$ cat src/hdl/vphd_pkg.sv
`timescale 1ns / 1ps
// ----------------------------------------------------------------------------
// vphd_pkg
// shared types and constants of the valve pulse and hold driver
// ----------------------------------------------------------------------------
package vphd_pkg;

    localparam int VALVE_COUNT_DEFAULT = 2;
    localparam int VALVE_INDEX_W       = 3;
    localparam int MASK_W              = 8;
    localparam int CFG_INDEX_W         = 2;
    localparam int CFG_DATA_W          = 16;
    localparam int PULSE_W             = 10;
    localparam int PHASE_W             = 16;

    // configuration register indexes
    localparam logic [CFG_INDEX_W-1:0] CFG_CONTROL_MODE      = 2'd0;
    localparam logic [CFG_INDEX_W-1:0] CFG_OPEN_PULSE_MS     = 2'd1;
    localparam logic [CFG_INDEX_W-1:0] CFG_HOLD_PERIOD_TICKS = 2'd2;
    localparam logic [CFG_INDEX_W-1:0] CFG_HOLD_ON_TICKS     = 2'd3;

    // configuration reset values
    localparam logic                  CONTROL_MODE_RESET = 1'b0;
    localparam logic [CFG_DATA_W-1:0] OPEN_PULSE_RESET   = 16'd300;
    localparam logic [CFG_DATA_W-1:0] HOLD_PERIOD_RESET  = 16'd3;
    localparam logic [CFG_DATA_W-1:0] HOLD_ON_RESET      = 16'd2;

    // pulse length in ticks: ceil(ms / 100) via reciprocal multiply
    localparam logic [CFG_DATA_W-1:0] PULSE_DEFAULT_MS = 16'd300;
    localparam logic [16:0]           PULSE_ROUND_MS   = 17'd99;
    localparam logic [16:0]           PULSE_RECIP      = 17'd83887;  // ceil(2^23 / 100)
    localparam int                    PULSE_SHIFT      = 23;

    localparam logic CTRL_PULSE_HOLD = 1'b0;
    localparam logic CTRL_LEVEL      = 1'b1;

    typedef enum logic [1:0] {
        OP_TICK    = 2'd0,
        OP_OPEN    = 2'd1,
        OP_CLOSE   = 2'd2,
        OP_INVALID = 2'd3
    } op_t;

    typedef enum logic [1:0] {
        ST_CLOSED  = 2'd0,
        ST_OPENING = 2'd1,
        ST_OPEN    = 2'd2
    } valve_mode_t;

    typedef struct packed {
        op_t                      operation;
        logic [VALVE_INDEX_W-1:0] valve_index;
    } request_t;

    typedef struct packed {
        logic              error;
        valve_mode_t       valve_status;
        logic [MASK_W-1:0] coil_drive_mask;
    } result_t;

endpackage

$ cat src/hdl/valve_pulse_hold_driver_unit.sv
`timescale 1ns / 1ps
// ----------------------------------------------------------------------------
// valve_pulse_hold_driver_unit
// peak and hold coil driver for a small set of valves, one event per request
// ----------------------------------------------------------------------------
//  channel   direction  handshake            payload
//  in        input      in_valid / in_ready  vphd_pkg::request_t (operation, valve_index)
//  out       output     out_valid/out_ready  vphd_pkg::result_t (error, status, coil mask)
//  cfg       input      cfg_we               cfg_index, cfg_data (write only)
//
//  one request per clock cycle while the result register is not stalled;
//  a request passes the input register and then the result register
//  reset (rst_n low) closes every valve, releases every coil and restores
//  the register defaults; no clearing pass is needed
//  a stalled result register holds the request in the input register, and
//  the input side stops taking requests until the result side drains
// ----------------------------------------------------------------------------
module valve_pulse_hold_driver_unit #(
    parameter int VALVE_COUNT = vphd_pkg::VALVE_COUNT_DEFAULT
) (
    input  logic                                 clk,
    input  logic                                 rst_n,
    // request channel
    input  logic                                 in_valid,
    output logic                                 in_ready,
    input  vphd_pkg::request_t                   in_data,
    // result channel
    output logic                                 out_valid,
    input  logic                                 out_ready,
    output vphd_pkg::result_t                    out_data,
    // configuration write port
    input  logic                                 cfg_we,
    input  logic [vphd_pkg::CFG_INDEX_W-1:0]     cfg_index,
    input  logic [vphd_pkg::CFG_DATA_W-1:0]      cfg_data
);

    // configuration registers
    logic                              control_mode_reg;
    logic [vphd_pkg::CFG_DATA_W-1:0]   open_pulse_ms_reg;
    logic [vphd_pkg::CFG_DATA_W-1:0]   hold_period_reg;
    logic [vphd_pkg::CFG_DATA_W-1:0]   hold_on_reg;

    // input register stage
    logic                              in_valid_reg;
    vphd_pkg::request_t                in_data_reg;

    // result register stage
    logic                              out_valid_reg;
    vphd_pkg::result_t                 out_data_reg;
    vphd_pkg::result_t                 out_data_next;

    // per-valve state
    logic [vphd_pkg::PULSE_W-1:0]      pulse_left_reg   [VALVE_COUNT];
    logic [vphd_pkg::PULSE_W-1:0]      pulse_left_next  [VALVE_COUNT];
    logic [vphd_pkg::PHASE_W-1:0]      pwm_phase_reg    [VALVE_COUNT];
    logic [vphd_pkg::PHASE_W-1:0]      pwm_phase_next   [VALVE_COUNT];
    vphd_pkg::valve_mode_t             valve_mode_reg   [VALVE_COUNT];
    vphd_pkg::valve_mode_t             valve_mode_next  [VALVE_COUNT];
    vphd_pkg::valve_mode_t             target_mode_reg  [VALVE_COUNT];
    vphd_pkg::valve_mode_t             target_mode_next [VALVE_COUNT];
    logic [VALVE_COUNT-1:0]            hold_enabled_reg;
    logic [VALVE_COUNT-1:0]            hold_enabled_next;
    logic [VALVE_COUNT-1:0]            coil_on_reg;
    logic [VALVE_COUNT-1:0]            coil_on_next;

    // pulse length derived from the live register
    logic [vphd_pkg::CFG_DATA_W-1:0]   pulse_len_ms;
    logic [16:0]                       pulse_len_round;
    logic [33:0]                       pulse_prod;
    logic [vphd_pkg::PULSE_W-1:0]      pulse_ticks;

    // hold on time clamped to the period
    logic [vphd_pkg::CFG_DATA_W-1:0]   hold_on_clamped;

    logic                              advance;
    logic                              index_ok;

    // pwm output for one valve at a given phase
    function automatic logic hold_coil(
        input logic                            enabled,
        input logic [vphd_pkg::PHASE_W-1:0]    phase,
        input logic [vphd_pkg::CFG_DATA_W-1:0] period,
        input logic [vphd_pkg::CFG_DATA_W-1:0] on_time
    );
        logic result;
        if (!enabled || (period == '0))
        begin
            result = 1'b0;
        end
        else
        begin
            result = (on_time >= period) || (phase < on_time);
        end
        return result;
    endfunction

    // a request leaves the input register when the result register is free
    assign advance   = in_valid_reg && (!out_valid_reg || out_ready);
    assign in_ready  = !in_valid_reg || advance;
    assign out_valid = out_valid_reg;
    assign out_data  = out_data_reg;

    // zero length pulse setting means the default length
    assign pulse_len_ms    = (open_pulse_ms_reg != '0) ? open_pulse_ms_reg
                                                       : vphd_pkg::PULSE_DEFAULT_MS;
    assign pulse_len_round = {1'b0, pulse_len_ms} + vphd_pkg::PULSE_ROUND_MS;
    assign pulse_prod      = 34'(pulse_len_round) * 34'(vphd_pkg::PULSE_RECIP);
    assign pulse_ticks     = pulse_prod[vphd_pkg::PULSE_SHIFT +: vphd_pkg::PULSE_W];

    assign hold_on_clamped = (hold_on_reg > hold_period_reg) ? hold_period_reg : hold_on_reg;

    assign index_ok = ({1'b0, in_data_reg.valve_index} < 4'(VALVE_COUNT));

    // configuration writes
    always_ff @(posedge clk or negedge rst_n)
    begin
        if (!rst_n)
        begin
            control_mode_reg  <= vphd_pkg::CONTROL_MODE_RESET;
            open_pulse_ms_reg <= vphd_pkg::OPEN_PULSE_RESET;
            hold_period_reg   <= vphd_pkg::HOLD_PERIOD_RESET;
            hold_on_reg       <= vphd_pkg::HOLD_ON_RESET;
        end
        else if (cfg_we)
        begin
            case (cfg_index)
                vphd_pkg::CFG_CONTROL_MODE:      control_mode_reg  <= cfg_data[0];
                vphd_pkg::CFG_OPEN_PULSE_MS:     open_pulse_ms_reg <= cfg_data;
                vphd_pkg::CFG_HOLD_PERIOD_TICKS: hold_period_reg   <= cfg_data;
                vphd_pkg::CFG_HOLD_ON_TICKS:     hold_on_reg       <= cfg_data;
                default:                         ;
            endcase
        end
    end

    // input register
    always_ff @(posedge clk or negedge rst_n)
    begin
        if (!rst_n)
        begin
            in_valid_reg <= 1'b0;
        end
        else if (in_ready)
        begin
            in_valid_reg <= in_valid;
        end
    end

    always_ff @(posedge clk)
    begin
        if (in_valid && in_ready)
        begin
            in_data_reg <= in_data;
        end
    end

    // next valve state and result for the request in the input register
    always_comb
    begin
        logic [vphd_pkg::PHASE_W-1:0] phase_step;
        logic [vphd_pkg::PULSE_W-1:0] pulse_dec;
        logic                         hit;

        out_data_next = '0;
        for (int v = 0; v < VALVE_COUNT; v++)
        begin
            phase_step           = '0;
            pulse_dec            = '0;
            pulse_left_next[v]   = pulse_left_reg[v];
            pwm_phase_next[v]    = pwm_phase_reg[v];
            valve_mode_next[v]   = valve_mode_reg[v];
            target_mode_next[v]  = target_mode_reg[v];
            hold_enabled_next[v] = hold_enabled_reg[v];
            coil_on_next[v]      = coil_on_reg[v];

            hit = index_ok && (in_data_reg.valve_index == vphd_pkg::VALVE_INDEX_W'(v));

            case (in_data_reg.operation)
                vphd_pkg::OP_TICK:
                begin
                    // every valve advances on a tick, addressed or not
                    if (pulse_left_reg[v] == '0)
                    begin
                        if (hold_enabled_reg[v] && (valve_mode_reg[v] == vphd_pkg::ST_OPEN))
                        begin
                            phase_step = pwm_phase_reg[v];
                            if (hold_period_reg != '0)
                            begin
                                phase_step = pwm_phase_reg[v] + 1'b1;
                                if (phase_step >= hold_period_reg)
                                begin
                                    phase_step = '0;
                                end
                            end
                            pwm_phase_next[v] = phase_step;
                            coil_on_next[v]   = hold_coil(1'b1, phase_step,
                                                          hold_period_reg, hold_on_clamped);
                        end
                    end
                    else
                    begin
                        pulse_dec          = pulse_left_reg[v] - 1'b1;
                        pulse_left_next[v] = pulse_dec;
                        if (pulse_dec == '0)
                        begin
                            // opening pulse done, settle into the target mode
                            valve_mode_next[v] = target_mode_reg[v];
                            if ((target_mode_reg[v] == vphd_pkg::ST_OPEN)
                                && hold_enabled_reg[v])
                            begin
                                pwm_phase_next[v] = '0;
                                coil_on_next[v]   = hold_coil(1'b1, '0,
                                                              hold_period_reg, hold_on_clamped);
                            end
                            else
                            begin
                                coil_on_next[v] = 1'b0;
                            end
                        end
                    end
                end
                vphd_pkg::OP_OPEN:
                begin
                    if (hit)
                    begin
                        pwm_phase_next[v]   = '0;
                        coil_on_next[v]     = 1'b1;
                        target_mode_next[v] = vphd_pkg::ST_OPEN;
                        if (control_mode_reg == vphd_pkg::CTRL_PULSE_HOLD)
                        begin
                            valve_mode_next[v]   = vphd_pkg::ST_OPENING;
                            pulse_left_next[v]   = pulse_ticks;
                            hold_enabled_next[v] = 1'b1;
                        end
                        else
                        begin
                            valve_mode_next[v]   = vphd_pkg::ST_OPEN;
                            pulse_left_next[v]   = '0;
                            hold_enabled_next[v] = 1'b0;
                        end
                    end
                end
                vphd_pkg::OP_CLOSE:
                begin
                    if (hit)
                    begin
                        hold_enabled_next[v] = 1'b0;
                        pwm_phase_next[v]    = '0;
                        coil_on_next[v]      = 1'b0;
                        pulse_left_next[v]   = '0;
                        target_mode_next[v]  = vphd_pkg::ST_CLOSED;
                        valve_mode_next[v]   = vphd_pkg::ST_CLOSED;
                    end
                end
                default:
                begin
                    // invalid operation leaves every valve as it is
                end
            endcase

            if (hit)
            begin
                out_data_next.valve_status = valve_mode_next[v];
            end
            out_data_next.coil_drive_mask[v] = coil_on_next[v];
        end

        out_data_next.error = !index_ok || (in_data_reg.operation == vphd_pkg::OP_INVALID);
    end

    // valve state, updated as the request moves to the result register
    always_ff @(posedge clk or negedge rst_n)
    begin
        if (!rst_n)
        begin
            for (int v = 0; v < VALVE_COUNT; v++)
            begin
                pulse_left_reg[v]  <= '0;
                pwm_phase_reg[v]   <= '0;
                valve_mode_reg[v]  <= vphd_pkg::ST_CLOSED;
                target_mode_reg[v] <= vphd_pkg::ST_CLOSED;
            end
            hold_enabled_reg <= '0;
            coil_on_reg      <= '0;
        end
        else if (advance)
        begin
            for (int v = 0; v < VALVE_COUNT; v++)
            begin
                pulse_left_reg[v]  <= pulse_left_next[v];
                pwm_phase_reg[v]   <= pwm_phase_next[v];
                valve_mode_reg[v]  <= valve_mode_next[v];
                target_mode_reg[v] <= target_mode_next[v];
            end
            hold_enabled_reg <= hold_enabled_next;
            coil_on_reg      <= coil_on_next;
        end
    end

    // result register
    always_ff @(posedge clk or negedge rst_n)
    begin
        if (!rst_n)
        begin
            out_valid_reg <= 1'b0;
        end
        else if (advance)
        begin
            out_valid_reg <= 1'b1;
        end
        else if (out_ready)
        begin
            out_valid_reg <= 1'b0;
        end
    end

    always_ff @(posedge clk)
    begin
        if (advance)
        begin
            out_data_reg <= out_data_next;
        end
    end

endmodule
$ cat config.mk
export PLATFORM = sky130hd
export DESIGN_NAME = valve_pulse_hold_driver_unit
export DESIGN_NICKNAME = d
export VERILOG_FILES = /design/src/hdl/vphd_pkg.sv /design/src/hdl/valve_pulse_hold_driver_unit.sv
export SDC_FILE = /design/constraint.sdc
export NUM_CORES = 1
export LEC_CHECK = 0
export ABC_AREA = 1
export BUFFER_PORTS_ARGS = -buffer_cell sky130_fd_sc_hd__buf_2
export CAP_MARGIN = 25
export CORE_MARGIN = 2
export CORE_UTILIZATION = 50
export CTS_CLUSTER_DIAMETER = 30
export DETAILED_ROUTE_END_ITERATION = 6
export GPL_TIMING_DRIVEN = 0
export PLACE_DENSITY = 0.66
export SYNTH_ARGS = -nofsm -noshare
export SYNTH_HDL_FRONTEND = slang
export SYNTH_SLANG_ARGS = --single-unit
export TNS_END_PERCENT = 1
$ cat constraint.sdc
create_clock -name clk -period 12.86 [get_ports clk]
set_input_delay 1.286 -clock clk [delete_from_list [all_inputs] [get_ports clk]]
set_output_delay 1.286 -clock clk [all_outputs]
set_load 0.005 [all_outputs]
After elaboration in Yosys (flattened, before gate mapping)
Cells that the tools add are included.
{"block": "word_totals", "output_inout_bits": 13, "reg_bits": 125, "in_bits": 28, "word_cells": 181}
{"block": "op_classes", "n_lt_le_gt_ge": 8, "reduce_logical": 42, "mux": 78, "n_eq_ne": 25, "add_sub_neg": 5, "multipliers": 1}
{"operator": "16-bit two-way mux", "count": 22}
{"operator": "10-bit two-way mux", "count": 7}
{"operator": "16-bit case mux with 2 select lines", "count": 2}
{"operator": "10-bit case mux with 3 select lines", "count": 2}
{"operator": "16-bit >= comparator", "count": 3}
{"operator": "10-bit logical NOT", "count": 4}
{"operator": "17-bit by 17-bit multiplier with 33-bit output (second input constant)", "count": 1}
{"operator": "16-bit by 1-bit adder with 16-bit output (second input constant)", "count": 2}
{"operator": "16-bit < comparator", "count": 2}
{"operator": "16-bit nonzero test", "count": 2}
{"operator": "2-bit two-way mux", "count": 15}
{"operator": "1-bit two-way mux", "count": 22}
{"operator": "10-bit by 1-bit subtractor with 10-bit output (second input constant)", "count": 2}
{"operator": "3-bit inequality test (second input constant)", "count": 6}
{"operator": "16-bit by 7-bit adder with 17-bit output (second input constant)", "count": 1}
{"operator": "2-bit == test (second input constant)", "count": 8}
{"operator": "16-bit > comparator", "count": 1}
{"operator": "16-bit logical NOT", "count": 1}
{"operator": "1-bit by 16-bit < comparator with 1-bit output (first input constant)", "count": 1}
{"operator": "2-bit inequality test (second input constant)", "count": 6}
{"operator": "2-bit case mux with 3 select lines", "count": 2}
{"operator": "6-bit AND reduction", "count": 2}
{"operator": "5-bit AND reduction", "count": 2}
{"operator": "1-bit logical AND", "count": 8}
{"operator": "16 further kinds", "count": 35}

Logic depth before layout (Yosys ltp)
{"block": "depth", "ltp_word": 13, "mapped_depth": 41, "mapped_depth_nobuf": 41}

Worst setup path after synthesis
Ideal clock, no wire load.
{"block": "synth_path", "kind": "register to register", "start": "register open_pulse_ms_reg[0] (netlist bit)", "end": "register pulse_left_reg[2] (netlist bit)", "t_arrival_ns": 7.462, "stages_incl_launch_ff": 40, "setup_slack_ns": 5.253, "t_required_ns": 12.715, "n_path_buf": 0, "setup_ns": 0.145, "period_less_slack_ns": 7.607, "cell_sequence": "dfrtp_1 inv_1 ha_1 nand2_1 nor4_2 nand2_2 inv_2 nor2_1 inv_1 ha_1 inv_1 o21ai_2 inv_2 nor2_2 nor3_2 nor2_2 nand3_4 nor2_8 [4 not listed] fa_1 inv_1 fa_1 fa_1 fa_1 inv_1 fa_1 inv_1 ha_1 nand2_1 nor2_1 inv_1 o41ai_1 a21boi_0 o21ai_0 o21ai_0 nand2_1 o21ai_0"}
{"block": "synth_between", "elab_chain_cells": 7}
{"item": "start, declared", "line_no": "valve_pulse_hold_driver_unit.sv:39", "rtl": "logic [vphd_pkg::CFG_DATA_W-1:0] open_pulse_ms_reg;"}
{"item": "start signal, assigned", "line_no": "valve_pulse_hold_driver_unit.sv:120", "rtl": "open_pulse_ms_reg <= vphd_pkg::OPEN_PULSE_RESET;"}
{"item": "start signal, assigned", "line_no": "valve_pulse_hold_driver_unit.sv:128", "rtl": "vphd_pkg::CFG_OPEN_PULSE_MS: open_pulse_ms_reg <= cfg_data;"}
{"item": "16-bit nonzero test", "line_no": "valve_pulse_hold_driver_unit.sv:104", "rtl": "assign pulse_len_ms = (open_pulse_ms_reg != '0) ? open_pulse_ms_reg"}
{"item": "16-bit two-way mux (*)", "line_no": "valve_pulse_hold_driver_unit.sv:104"}
{"item": "16-bit by 7-bit adder with 17-bit output (*)", "line_no": "valve_pulse_hold_driver_unit.sv:106", "rtl": "assign pulse_len_round = {1'b0, pulse_len_ms} + vphd_pkg::PULSE_ROUND_MS;"}
{"item": "17-bit by 17-bit multiplier with 33-bit output (*)", "line_no": "valve_pulse_hold_driver_unit.sv:107", "rtl": "assign pulse_prod = 34'(pulse_len_round) * 34'(vphd_pkg::PULSE_RECIP);"}
{"item": "10-bit two-way mux (*)", "line_no": "valve_pulse_hold_driver_unit.sv:229", "rtl": "if (control_mode_reg == vphd_pkg::CTRL_PULSE_HOLD)"}
{"item": "10-bit two-way mux (*)", "line_no": "valve_pulse_hold_driver_unit.sv:224", "rtl": "if (hit)"}
{"item": "10-bit case mux with 3 select lines (*)", "line_no": "valve_pulse_hold_driver_unit.sv:178", "rtl": "case (in_data_reg.operation)"}
{"item": "end signal, assigned by index", "line_no": "valve_pulse_hold_driver_unit.sv:290", "rtl": "pulse_left_reg[v] <= pulse_left_next[v];"}
{"item": "end, declared", "line_no": "valve_pulse_hold_driver_unit.sv:53", "rtl": "logic [vphd_pkg::PULSE_W-1:0] pulse_left_reg [VALVE_COUNT];"}
Every way passes the cells marked *; elsewhere a longest branch is shown, timed or not. The select of a mux whose other input is x is not followed.
A chain may end at the register's enable or synchronous reset.

Worst setup path in the final report
{"block": "layout_path", "start": "register open_pulse_ms_reg[1] (netlist bit)", "end": "register pulse_left_reg[2] (netlist bit)"}
The elaborated chain is that of the path after synthesis.

==> metrics.txt <==
YS warnings 0; worst path required time 13.14 ns; Arr. time, crit path 8.64 ns; DRT Pass-1 Iters 5; H-tree depth 4; initial antenna violation count 0; Inserted Clock Buffers 17; Vias per Instance 5.25; RSZ-0062 raised after global routing false; post-detail-place hpwl 32200 um; Crit. End Element register; Worst Path Max Fanout 6; Worst Hold Depth 2; die width 182 um; worst r2r path cells 38; IO buf count 34; Yosys cell types 70; fraction of layout cells with a size suffix above 1 7.78%; final wirelength 39300 um; final setup fails 0; Critical R2R Capture pulse_left_reg[2]$_DFFE_PN0P_; vias in the first global route 13300; synthesized area between 15000 and 20000 sq um; Worst setup SP type register; max cap viols 0; Overflow after GRT 0; Post-CTS Hold Fix Bufs 0; syn avg cell area 7.89 sq um; TritonCTS clock tree built; Area Overhead vs Synth 8.60%; Max Transition Viols Final 0; first-pass GRT wire length 65900 um; Critical Path Max Stage Delay 0.57 ns; number of diodes 0; instance count of the mapped netlist 2005; worst hold endpoint hold_enabled_reg[0]$_DFFE_PN0P_; Fmax achieved 120 MHz; clk_lat worst skew approximately 0.44 ns; DR WL/cell 15.8 um; reg-to-reg critical path startpoint open_pulse_ms_reg[1]$_DFFE_PN0P_; Clock Path Buffers 2; Min Clock Period, post-route 8.37 ns; post_cts resized 0; Crit path max-delay family adder cells; Post-route DRC 0; Worst Path Buf+Inv 10; Filler cells 2941; Seq cells post-synth 123; flop2flop setup slack 4.49 ns; core area 31300 sq um; Synth async-reset ratio between 90% and 100%; Critical-path top delay cell fa_1; Min Hold Slack about 0.5 ns; I/O pins 41; Final period util 65.1%; status complete, no violations; Die Ht 182 um; most frequent cell on the critical path inv_1; Post-CTS Setup Repair Bufs 0; max reg flops 32; setup TNS 0 ns; largest net degree at the start of global routing 59; DIE AREA 33100 sq um; relative slew slack a little over a fifth; Hold WC Path Type reg -> reg; EDFF count, synth 10; nets@finish 2469; register clock-pin slew on the reported worst setup and hold paths 0.06 ns; sequential share of the synthesized area 19.8%; 1st-iter DRT viols 667; vias 13100; Final ANT Viol Nets 0; HP Start hold_enabled_reg[0]$_DFFE_PN0P_; Initial Util approximately half; Worst Skew 0.00816 ns; main flop type after synthesis dfrtp_1; Crit Path Category reg -> reg; row count 65; gpl congestion 0.892; Root Buffer clkbuf_16; Slew @ Worst Pin 1.16 ns; final hold vios 0; clock sinks 123; all-layer global routing usage approximately 25%
kinds of logic (layout without fill, tap and decap cells):
group	after synthesis	count (layout)	synth area share, %
and+or+nand+nor	581	581	16.5
adders and majority gates	371	371	34.9
AOI/OAI and AO/OA	341	341	12.8
other	1	6	0.0237
DFF	123	123	19.8
buffers and inverters	539	612	13.1
xor gates and xnor gates	49	49	2.93
cells in the mapped netlist, types with 19 or more instances:
cell type / count / area (sq um)
a21oi_1: 87 / 435
a22oi_1: 19 / 143
dfrtp_1: 106 / 2650
fa_1: 116 / 2320
ha_1: 255 / 3190
inv_1: 494 / 1850
nand2_1: 330 / 1240
nand3_1: 64 / 320
nor2_1: 98 / 368
nor3_1: 22 / 110
o21ai_0: 119 / 596
o22ai_1: 41 / 257
xor2_1: 40 / 350
worst max path at each step:
stage,start,to,slack (ns),cells after the start
after CTS,open_pulse_ms_reg[1]$_DFFE_PN0P_,pulse_left_reg[2]$_DFFE_PN0P_,3.84,39
final,open_pulse_ms_reg[1]$_DFFE_PN0P_,pulse_left_reg[2]$_DFFE_PN0P_,4.49,38
after global placement,open_pulse_ms_reg[1]$_DFFE_PN0P_,pulse_left_reg[2]$_DFFE_PN0P_,3.97,39
after global routing,open_pulse_ms_reg[0]$_DFFE_PN0P_,pulse_left_reg[3]$_DFFE_PN0P_,3.94,40
after floorplan,open_pulse_ms_reg[0]$_DFFE_PN0P_,pulse_left_reg[2]$_DFFE_PN0P_,5.25,39
after detailed placement,open_pulse_ms_reg[1]$_DFFE_PN0P_,pulse_left_reg[2]$_DFFE_PN0P_,3.89,39
metrics by stage:
stage          area [sq um]  util (%)  setup slack, ns  std cells
2_1_floorplan         15800         -             5.25       2010
3_5_place_dp          16600      52.9             3.89       2449
6_report              17200      54.8             4.49       2485
3_3_place_gp          16500      52.7             3.97       2446
5_1_grt               17200      54.8             3.94       2485
4_1_cts               17100      54.8             3.84       2481
cell type report:
type | count | area [sq um] | area share, %
plain buffers | 33 | 173 | 1.01
clock buffers | 18 | 450 | 2.62
clock inverters | 14 | 146 | 0.852
inverters | 506 | 1900 | 11.1
multi-input cells | 1348 | 10600 | 61.8
flip-flops and latches | 123 | 3140 | 18.3
well taps | 402 | 503 | 2.93
repair buffers | 41 | 241 | 1.41
cells in the final DEF (no fill, tap or decap), drive strengths merged, types with 2 or more instances in the layout:
cell	count
inv	514
xnor2	6
edfxtp	10
a211oi	5
o2111ai	3
fa	116
or3	2
conb	6
o21ai	134
nand3b	4
o21bai	4
xor2	43
a21boi	9
ha	255
nor2	107
nor4	9
a21oi	88
a21o	6
a2bb2oi	2
nand2	336
o22ai	41
buf	54
dfstp	7
nand3	69
or2	7
o221a	2
a22oi	19
dfrtp	106
clkinv	3
o21a	6
nor3	30
clkbuf	38
nand4	15
a31oi	7
o31ai	3
clkinvlp	2
o211ai	5
metal layers:
layer	GRT usage (%)	share of wire, %	up-vias
li1	-	-	6515
met1	32.3	45	6200
met2	43.8	49	275
met3	3.01	3.9	62
met4	8.03	2.5	0
met5	0	0	-
worst reg2reg max path: cells and delay by family, from the launching register on:
kind | cells | cell delay [ns]
AOI/OAI and AO/OA | 7 | 1.34
xor gates and xnor gates | 1 | 0.49
buffers and inverters | 10 | 0.89
and+or+nand+nor | 11 | 1.51
adders and majority gates | 9 | 3.60
DFF | 1 | 0.40
Power is left out: the tool's default activity adds up to more than one toggle a clock period on the data nets, which glitch-free logic cannot reach.
